## src/rtl/lmsl_pkg.sv

```systemverilog
// ----------------------------------------------------------------------------
// lmsl_pkg
// types and constants shared by the linear move speed limiter
// ----------------------------------------------------------------------------
`default_nettype none

package lmsl_pkg;

  localparam int DistW  = 24;
  localparam int SpeedW = 24;
  localparam int DvdW   = 55;
  localparam int DvsW   = 32;

  localparam logic [1:0] STATUS_SELECTED = 2'd0;
  localparam logic [1:0] STATUS_FALLBACK = 2'd1;
  localparam logic [1:0] STATUS_NO_MOVE  = 2'd2;

  localparam logic [1:0] CFG_SELECTED_GROUP = 2'd0;
  localparam logic [1:0] CFG_GROUP_SPEEDS   = 2'd1;
  localparam logic [1:0] CFG_GROUP_MASKS    = 2'd2;
  localparam logic [1:0] CFG_AXIS_MAX       = 2'd3;

  typedef struct packed {
    logic signed [DistW-1:0] dist_axis0;
    logic signed [DistW-1:0] dist_axis1;
    logic signed [DistW-1:0] dist_axis2;
    logic signed [DistW-1:0] dist_axis3;
    logic [DistW-1:0]        move_norm;
  } lmsl_in_t;

  typedef struct packed {
    logic [SpeedW-1:0] move_speed;
    logic [1:0]        used_group;
    logic [1:0]        status;
    logic              axis_limited;
  } lmsl_out_t;

endpackage

`default_nettype wire

```

## src/rtl/lmsl_div.sv

```systemverilog
// ----------------------------------------------------------------------------
// lmsl_div
// restoring divider, one quotient bit per cycle, quotient saturated to 24 bits
// ----------------------------------------------------------------------------
`default_nettype none

module lmsl_div (
  input  wire logic                       clk,
  input  wire logic                       rst_n,
  input  wire logic                       start,
  input  wire logic [lmsl_pkg::DvdW-1:0]  dividend,
  input  wire logic [lmsl_pkg::DvsW-1:0]  divisor,
  output logic                            done,
  output logic [lmsl_pkg::SpeedW-1:0]     quotient
);
  import lmsl_pkg::*;

  logic [DvdW-1:0]   dvd_r;
  logic [DvsW-1:0]   dvs_r;
  logic [DvsW-1:0]   rem_r;
  logic [SpeedW-1:0] q_r;
  logic              ovf_r;
  logic [5:0]        cnt_r;
  logic              run_r;
  logic              done_r;
  logic [DvsW:0]     shifted;
  logic              fits;

  assign shifted = {rem_r, dvd_r[DvdW-1]};
  assign fits    = shifted >= {1'b0, dvs_r};

  always_ff @(posedge clk) begin
    if (!rst_n) begin
      run_r  <= 1'b0;
      done_r <= 1'b0;
    end else begin
      done_r <= 1'b0;
      if (start) begin
        run_r <= 1'b1;
        dvd_r <= dividend;
        dvs_r <= divisor;
        rem_r <= '0;
        q_r   <= '0;
        ovf_r <= 1'b0;
        cnt_r <= 6'(DvdW - 1);
      end else if (run_r) begin
        dvd_r <= {dvd_r[DvdW-2:0], 1'b0};
        rem_r <= fits ? DvsW'(shifted - {1'b0, dvs_r}) : shifted[DvsW-1:0];
        q_r   <= {q_r[SpeedW-2:0], fits};
        ovf_r <= ovf_r | q_r[SpeedW-1];
        if (cnt_r == 6'd0) begin
          run_r  <= 1'b0;
          done_r <= 1'b1;
        end else begin
          cnt_r <= cnt_r - 6'd1;
        end
      end
    end
  end

  assign done     = done_r;
  assign quotient = ovf_r ? {SpeedW{1'b1}} : q_r;

  a_done_single: assert property (@(posedge clk) disable iff (!rst_n)
    done |=> !done) else $error("divider done held");
  a_done_after_run: assert property (@(posedge clk) disable iff (!rst_n)
    done |-> !run_r) else $error("divider done while running");
  a_start_idle: assert property (@(posedge clk) disable iff (!rst_n)
    start |-> !run_r) else $error("divider restarted while running");

endmodule

`default_nettype wire

```

## src/rtl/linear_move_speed_limiter.sv

```systemverilog
// ----------------------------------------------------------------------------
// linear_move_speed_limiter
// group speed from the move norm and the root of the group's squared
// distances, then lowered so that no axis exceeds its maximum
// ----------------------------------------------------------------------------
// steps: square each axis, add the masked squares of each group searched,
//   take the root, divide, then divide again for each axis over its limit
// throughput: one move at a time, set by the shared restoring divider (55 steps)
// and the 32-step square root; busy stays high until the result strobe
// reset: synchronous active-low, state, strobe and settings cleared to zero
// results are strobed for one cycle and cannot be stalled
`default_nettype none

module linear_move_speed_limiter #(
  parameter int AXES   = 4,
  parameter int GROUPS = 4
) (
  input  wire logic                clk,
  input  wire logic                rst_n,
  input  wire logic                start,
  output logic                     busy,
  input  wire lmsl_pkg::lmsl_in_t  in_data,
  output logic                     out_valid,
  output lmsl_pkg::lmsl_out_t      out_data,
  input  wire logic                cfg_we,
  input  wire logic [1:0]          cfg_index,
  input  wire logic [63:0]         cfg_wdata
);
  import lmsl_pkg::*;

  localparam logic [3:0] ST_IDLE = 4'd0;
  localparam logic [3:0] ST_SQ   = 4'd1;
  localparam logic [3:0] ST_SUM  = 4'd2;
  localparam logic [3:0] ST_SQRT = 4'd3;
  localparam logic [3:0] ST_MULG = 4'd4;
  localparam logic [3:0] ST_DIVS = 4'd5;
  localparam logic [3:0] ST_DIVW = 4'd6;
  localparam logic [3:0] ST_AX   = 4'd7;
  localparam logic [3:0] ST_AXM1 = 4'd8;
  localparam logic [3:0] ST_AXM2 = 4'd9;
  localparam logic [3:0] ST_AXC  = 4'd10;
  localparam logic [3:0] ST_AXD  = 4'd11;

  localparam logic [1:0] LastAx = 2'(AXES - 1);
  localparam logic [1:0] LastGr = 2'(GROUPS - 1);

  logic [1:0]  sel_r;
  logic [63:0] gspeed_r;
  logic [15:0] gmask_r;
  logic [63:0] axmax_r;

  logic [3:0]        state_r;
  logic [DistW-1:0]  mag_r [4];
  logic [DistW-1:0]  norm_r;
  logic [47:0]       sq_r [4];
  logic [1:0]        ac_r;
  logic [1:0]        grp_r;
  logic              first_r;
  logic [48:0]       acc_r;
  logic [63:0]       rem_r;
  logic [63:0]       res_r;
  logic [63:0]       bit_r;
  logic [47:0]       prod_r;
  logic [47:0]       bound_r;
  logic [SpeedW-1:0] speed_r;
  logic [1:0]        used_r;
  logic [1:0]        status_r;
  logic              lim_r;
  logic              out_valid_r;
  lmsl_out_t         out_r;

  logic [23:0] mul_a;
  logic [23:0] mul_b;
  logic [47:0] prod;
  logic [15:0] gs;
  logic [15:0] amax;
  logic        grp_ok;
  logic [48:0] term;
  logic [48:0] acc_sum;
  logic [63:0] sq_t;
  logic        sq_ge;
  logic        div_start;
  logic [DvdW-1:0] div_dvd;
  logic [DvsW-1:0] div_dvs;
  logic        div_done;
  logic [SpeedW-1:0] div_q;

  function automatic logic [DistW-1:0] mag_of(input logic signed [DistW-1:0] d);
    return d[DistW-1] ? DistW'(~d + 1'b1) : d;
  endfunction

  assign gs     = gspeed_r[{used_r, 4'd0} +: 16];
  assign amax   = axmax_r[{ac_r, 4'd0} +: 16];
  assign grp_ok = {1'b0, grp_r} < 3'(GROUPS);
  assign term   = (grp_ok && gmask_r[{grp_r, ac_r}]) ? {1'b0, sq_r[ac_r]} : '0;
  assign acc_sum = acc_r + term;
  assign sq_t   = res_r + bit_r;
  assign sq_ge  = rem_r >= sq_t;

  always_comb begin
    mul_a = speed_r;
    mul_b = mag_r[ac_r];
    case (state_r)
      ST_SQ:   begin
        mul_a = mag_r[ac_r];
      end
      ST_MULG: begin
        mul_a = {8'd0, gs};
        mul_b = norm_r;
      end
      ST_AXM2: begin
        mul_a = {8'd0, amax};
        mul_b = norm_r;
      end
      default: begin
        mul_a = speed_r;
        mul_b = mag_r[ac_r];
      end
    endcase
  end

  assign prod = mul_a * mul_b;

  always_comb begin
    div_start = 1'b0;
    div_dvd   = {prod_r[39:0], 15'd0};
    div_dvs   = res_r[DvsW-1:0];
    if (state_r == ST_DIVS) begin
      div_start = 1'b1;
    end else if (state_r == ST_AXC) begin
      div_start = prod_r > bound_r;
      div_dvd   = {7'd0, bound_r};
      div_dvs   = {8'd0, mag_r[ac_r]};
    end
  end

  lmsl_div u_div (
    .clk      (clk),
    .rst_n    (rst_n),
    .start    (div_start),
    .dividend (div_dvd),
    .divisor  (div_dvs),
    .done     (div_done),
    .quotient (div_q)
  );

  always_ff @(posedge clk) begin
    if (!rst_n) begin
      sel_r    <= '0;
      gspeed_r <= '0;
      gmask_r  <= '0;
      axmax_r  <= '0;
    end else if (cfg_we) begin
      case (cfg_index)
        CFG_SELECTED_GROUP: sel_r    <= cfg_wdata[1:0];
        CFG_GROUP_SPEEDS:   gspeed_r <= cfg_wdata;
        CFG_GROUP_MASKS:    gmask_r  <= cfg_wdata[15:0];
        CFG_AXIS_MAX:       axmax_r  <= cfg_wdata;
        default:            sel_r    <= sel_r;
      endcase
    end
  end

  always_ff @(posedge clk) begin
    if (!rst_n) begin
      state_r     <= ST_IDLE;
      out_valid_r <= 1'b0;
    end else begin
      out_valid_r <= 1'b0;
      case (state_r)
        ST_IDLE: begin
          if (start) begin
            mag_r[0] <= mag_of(in_data.dist_axis0);
            mag_r[1] <= mag_of(in_data.dist_axis1);
            mag_r[2] <= mag_of(in_data.dist_axis2);
            mag_r[3] <= mag_of(in_data.dist_axis3);
            norm_r   <= in_data.move_norm;
            ac_r     <= '0;
            state_r  <= ST_SQ;
          end
        end
        ST_SQ: begin
          sq_r[ac_r] <= prod;
          if (ac_r == LastAx) begin
            ac_r    <= '0;
            grp_r   <= sel_r;
            first_r <= 1'b1;
            acc_r   <= '0;
            state_r <= ST_SUM;
          end else begin
            ac_r <= ac_r + 2'd1;
          end
        end
        ST_SUM: begin
          if (ac_r == LastAx) begin
            ac_r  <= '0;
            acc_r <= '0;
            if (acc_sum != '0) begin
              used_r   <= grp_r;
              status_r <= first_r ? STATUS_SELECTED : STATUS_FALLBACK;
              rem_r    <= {1'b0, acc_sum, 14'd0};
              res_r    <= '0;
              bit_r    <= 64'd1 << 62;
              state_r  <= ST_SQRT;
            end else if (!first_r && grp_r == LastGr) begin
              out_r       <= '{move_speed: '0, used_group: sel_r,
                               status: STATUS_NO_MOVE, axis_limited: 1'b0};
              out_valid_r <= 1'b1;
              state_r     <= ST_IDLE;
            end else begin
              grp_r   <= first_r ? 2'd0 : grp_r + 2'd1;
              first_r <= 1'b0;
            end
          end else begin
            acc_r <= acc_sum;
            ac_r  <= ac_r + 2'd1;
          end
        end
        ST_SQRT: begin
          if (sq_ge) begin
            rem_r <= rem_r - sq_t;
            res_r <= (res_r >> 1) + bit_r;
          end else begin
            res_r <= res_r >> 1;
          end
          bit_r <= bit_r >> 2;
          if (bit_r[0]) begin
            state_r <= ST_MULG;
          end
        end
        ST_MULG: begin
          prod_r  <= prod;
          state_r <= ST_DIVS;
        end
        ST_DIVS: begin
          state_r <= ST_DIVW;
        end
        ST_DIVW: begin
          if (div_done) begin
            speed_r <= div_q;
            lim_r   <= 1'b0;
            ac_r    <= '0;
            state_r <= ST_AX;
          end
        end
        ST_AX: begin
          if (amax != '0 && mag_r[ac_r] != '0) begin
            state_r <= ST_AXM1;
          end else if (ac_r == LastAx) begin
            out_r       <= '{move_speed: speed_r, used_group: used_r,
                             status: status_r, axis_limited: lim_r};
            out_valid_r <= 1'b1;
            state_r     <= ST_IDLE;
          end else begin
            ac_r <= ac_r + 2'd1;
          end
        end
        ST_AXM1: begin
          prod_r  <= prod;
          state_r <= ST_AXM2;
        end
        ST_AXM2: begin
          bound_r <= {prod[39:0], 8'd0};
          state_r <= ST_AXC;
        end
        ST_AXC: begin
          if (div_start) begin
            state_r <= ST_AXD;
          end else if (ac_r == LastAx) begin
            out_r       <= '{move_speed: speed_r, used_group: used_r,
                             status: status_r, axis_limited: lim_r};
            out_valid_r <= 1'b1;
            state_r     <= ST_IDLE;
          end else begin
            ac_r    <= ac_r + 2'd1;
            state_r <= ST_AX;
          end
        end
        ST_AXD: begin
          if (div_done) begin
            speed_r <= div_q;
            lim_r   <= 1'b1;
            if (ac_r == LastAx) begin
              out_r       <= '{move_speed: div_q, used_group: used_r,
                               status: status_r, axis_limited: 1'b1};
              out_valid_r <= 1'b1;
              state_r     <= ST_IDLE;
            end else begin
              ac_r    <= ac_r + 2'd1;
              state_r <= ST_AX;
            end
          end
        end
        default: begin
          state_r <= ST_IDLE;
        end
      endcase
    end
  end

  assign busy      = state_r != ST_IDLE;
  assign out_valid = out_valid_r;
  assign out_data  = out_r;

  a_accept_busy: assert property (@(posedge clk) disable iff (!rst_n)
    start && !busy |=> busy) else $error("accepted transfer did not start work");
  a_strobe_idle: assert property (@(posedge clk) disable iff (!rst_n)
    out_valid |-> !busy && $past(busy)) else $error("result strobe outside work");
  a_no_move: assert property (@(posedge clk) disable iff (!rst_n)
    out_valid && out_data.status == STATUS_NO_MOVE |->
      out_data.move_speed == '0 && !out_data.axis_limited)
    else $error("non-moving result carries a speed");
  a_div_in_work: assert property (@(posedge clk) disable iff (!rst_n)
    div_done |-> state_r == ST_DIVW || state_r == ST_AXD)
    else $error("divider finished outside a wait state");

endmodule

`default_nettype wire

```

## config.mk

```make
export PLATFORM = sky130hd
export DESIGN_NAME = linear_move_speed_limiter
export DESIGN_NICKNAME = d
export VERILOG_FILES = /design/src/rtl/lmsl_pkg.sv /design/src/rtl/lmsl_div.sv /design/src/rtl/linear_move_speed_limiter.sv
export SDC_FILE = /design/constraint.sdc
export NUM_CORES = 2
export LEC_CHECK = 0
export CAP_MARGIN = 20
export CELL_PAD_IN_SITES_DETAIL_PLACEMENT = 0
export CELL_PAD_IN_SITES_GLOBAL_PLACEMENT = 2
export CORE_MARGIN = 5
export CORE_UTILIZATION = 48
export CTS_BUF_LIST = sky130_fd_sc_hd__clkbuf_4
export DETAILED_ROUTE_END_ITERATION = 8
export DONT_BUFFER_PORTS = 1
export PLACE_DENSITY_LB_ADDON = 0.1
export SYNTH_ARGS = -nofsm -noshare
export SYNTH_HDL_FRONTEND = slang
export SYNTH_SLANG_ARGS = --single-unit
```

## constraint.sdc

```tcl
create_clock -name clk -period 26.9 [get_ports clk]
set_clock_uncertainty 0.1 [all_clocks]
set_input_delay 1.345 -clock clk [delete_from_list [all_inputs] [get_ports clk]]
set_output_delay 1.345 -clock clk [all_outputs]
set_load 0.1 [all_outputs]
```

==> key figures <==
Floorplanning
  • Initial cell density of the core: 48.2%
  • Horizontal die dimension: 401 µm
  • Overall die height: 401 µm
  • Area of the core: 0.152 mm²
  • I/O pin count: 221
  • Num rows: 143
  • Die area: 0.161 mm²

Routing
  • DRC violation total after the first TritonRoute iteration: 4587
  • First-pass iteration count of the detailed router: 6
  • Met3 routed WL: 17200 µm
  • Average wire per cell in the routed design: 25.5 µm
  • Avg Vias per Cell: 5.86
  • Max layer used: met5
  • Vias after detailed routing: 56333
  • Number of nets still failing antenna checks after routing: 0
  • Length of routed met2 wiring: 115000 µm
  • Post-detailed-routing wire length: 245000 µm
  • Remaining DRCs: 0
  • Met1 Routed Length: 101000 µm

Clock tree
  • TritonCTS clock tree: yes
  • Number of hold buffers added after CTS: 75
  • Post-CTS sizing: 0
  • Cts bufs inserted: 296
  • Worst-skew pair later-pin latency: 1340 ps
  • Clock Root Buffer: sky130_fd_sc_hd__clkbuf_4
  • Number of levels the H-tree was split into: 5
  • Clock Sinks: 968
  • Number of buffers on the longest clock path: 4
  • Clk pin slew, worst setup/hold paths: 60 ps
  • Post-CTS setup-driven buffer insertion count: 0

Global route
  • Global-route wire length before repair: 365000 µm
  • Residual overflow from global routing: 0
  • Maximum number of pins on one net before global-route repair: 113
  • Initial antenna violation count: 22
  • Total routing resource utilization after global routing: 30.1%
  • Vias in the first global route: 56810

Logic synthesis
  • Synthesized net count: 8340
  • Async S/R FF share, synth: 0%
  • Post-synth design cell area: 0.0732 mm²
  • Dominant register cell in the synthesized netlist: sky130_fd_sc_hd__edfxtp_1
  • Post-synthesis instance total: 7229
  • Sequential share of the synthesized area: 37.6%
  • Seq cells post-synth: 968
  • Library cells used by synthesis: 91
  • Post-synth EDFFs: 813
  • Total number of yosys warnings: 0
  • Average size of a mapped cell: 10.1 µm²

Critical path
  • Worst EP arrival: 11210 ps
  • Endpoint required time on the critical path: 27740 ps
  • Critical path's largest stage delay: 1040 ps
  • Family of cells with the greatest summed delay on the critical path: adder cells
  • Max stage delay cell, worst path: sky130_fd_sc_hd__mux2i_1
  • Endpoint of the lowest-slack register-to-register path: sq_r[0][46]
  • Startpoint of the worst setup timing path: state_r[1]
  • Most frequent CP cell: sky130_fd_sc_hd__fa_1
  • Reg-to-reg slack, setup: 16540 ps
  • Start of the worst register-to-register path: state_r[1]
  • Cell depth of the worst flop-to-flop path: 29
  • Worst Path Max Fanout: 42
  • Bufs and invs on worst path: 6
  • Element type at the critical path start: flop
  • CP Class: reg -> reg
  • Critical path endpoint category: flop

Place
  • Total of buffers placed on input and output ports: 0
  • Final estimated routing congestion in global placement: 0.948
  • HPWL Detailed: 184000 µm

STA
  • Count of endpoints failing setup in the final report: 0
  • Worst slew pin tran: 1330 ps
  • Part of the cycle the worst path needs: 38.5%
  • Unrepaired setup endpoints after global routing: false
  • Number of slew-limit violations in the final report: 0
  • Relative slew slack: 11.0%
  • Final sum of negative setup slack: 0 ps
  • Highest attainable clock frequency: 96.5 MHz
  • Final hold violations: 0
  • Final critical delay including setup and external delays: 10360 ps

Finish
  • Most used cells in the layout excluding fill and tap cells: sky130_fd_sc_hd__nand2_1 (978), sky130_fd_sc_hd__edfxtp_1 (813), sky130_fd_sc_hd__inv_1 (702)
  • Area overhead of the layout relative to synthesis: 9.22%
  • Fill cells: 14031
  • Layout Nets: 8475
  • Most frequent standard cell in the layout excluding fill and tap cells: sky130_fd_sc_hd__nand2_1
  • Share of layout cells above drive strength 1: 11.2%

Outcome
  • Run status: finished clean

Flow run
  • Count of maximum capacitance violations: 0

Min path
  • Count of cells along the worst hold path: 2
  • Endpoint with the worst hold slack: gspeed_r[52]
  • Worst min path class: in -> reg
  • Min-delay src: cfg_wdata[52]
## how the worst max path moves through the flow
stage	endpoint	depth (start not counted)
global placement	prod_r[46]	29
detailed placement	prod_r[46]	29
floorplan	rem_r[0]	21
finish	sq_r[0][46]	29
CTS	sq_r[0][46]	29
global route	sq_r[0][46]	29
## cells by family (layout without fill, tap and decap cells)
logic type | after synthesis | in the layout | synth area share [%]
AND/OR/NAND/NOR | 2335 | 2335 | 14.5
AO/OA/AOI/OAI | 1383 | 1383 | 12.6
buffers and inverters | 1051 | 1384 | 5.40
flip-flops | 968 | 968 | 37.6
adder cells (fa/ha/maj) | 921 | 921 | 20.7
XOR/XNOR | 319 | 319 | 3.82
multiplexers | 252 | 252 | 5.36
other | 0 | 17 | 0
## cell usage after synthesis (46+ instances only)
cell type	count	share of area [%]
sky130_fd_sc_hd__nand2_1	978	5.0
sky130_fd_sc_hd__edfxtp_1	813	33
sky130_fd_sc_hd__inv_1	702	3.6
sky130_fd_sc_hd__nor2_1	579	3.0
sky130_fd_sc_hd__fa_1	485	13
sky130_fd_sc_hd__ha_1	436	7.4
sky130_fd_sc_hd__clkbuf_1	321	1.6
sky130_fd_sc_hd__o21ai_0	310	2.1
sky130_fd_sc_hd__a21oi_1	269	1.8
sky130_fd_sc_hd__xnor2_1	207	2.5
sky130_fd_sc_hd__a21boi_0	159	1.6
sky130_fd_sc_hd__dfxtp_1	155	4.2
sky130_fd_sc_hd__nor3_1	116	0.79
sky130_fd_sc_hd__xor2_1	111	1.3
sky130_fd_sc_hd__mux4_2	107	3.3
sky130_fd_sc_hd__a21o_1	104	1.1
sky130_fd_sc_hd__nor2b_1	102	0.87
sky130_fd_sc_hd__and3_1	100	0.85
sky130_fd_sc_hd__mux2i_1	93	1.3
sky130_fd_sc_hd__nand3_1	93	0.64
sky130_fd_sc_hd__nand2b_1	72	0.61
sky130_fd_sc_hd__a31oi_1	65	0.56
sky130_fd_sc_hd__nand4_1	64	0.55
sky130_fd_sc_hd__mux2_2	52	0.80
sky130_fd_sc_hd__o21bai_1	51	0.52
sky130_fd_sc_hd__a22o_1	50	0.60
sky130_fd_sc_hd__o21a_1	50	0.51
sky130_fd_sc_hd__o31ai_1	49	0.50
sky130_fd_sc_hd__or2_2	46	0.39
## registers in the layout (all words and copies together) (netlist names), 16 cells and up, named ones only
register	flops
sq_r	192
mag_r	96
axmax_r	64
gspeed_r	64
rem_r	64
res_r	64
acc_r	49
prod_r	48
u_div.dvd_r	47
bound_r	40
bit_r	32
u_div.dvs_r	32
u_div.rem_r	32
out_data	29
norm_r	24
speed_r	24
u_div.q_r	24
gmask_r	16
## metal layers
metal	track usage, %	up-vias
met3	6.05	493
met4	12.8	6
met2	49.4	2079
met1	38.9	27989
met5	0	-
li1	-	25766
## stage by stage
step           worst slack [ps]  std cells  hold slack [ps]  util [%]  instance area [µm²]
3_5_place_dp              16680       9019              352      49.8                75600
2_1_floorplan             16060       7229              337         -                73200
5_1_grt                   16180       9605             12.0      52.7                80000
4_1_cts                   16700       9590           0.0587      52.6                79900
6_report                  16540       9609              116      52.7                80000
3_3_place_gp              16400       9015              347      49.8                75600
## final cells by class
type                            instances  area, µm²  share of cell area [%]
Sequential cell                       968      27500                    34.4
Inverter                              705       2650                    3.31
Timing Repair Buffer                  183       1580                    1.97
Antenna cell                           17       42.5                  0.0532
Clock buffer                          421       3160                    3.95
Clock inverter                         75        397                   0.496
Multi-Input combinational cell       5210      42100                    52.6
Tap cell                             2030       2540                    3.17
Power is left out: the tool's default activity adds up to more than one toggle a clock period on the data nets, which glitch-free logic cannot reach.
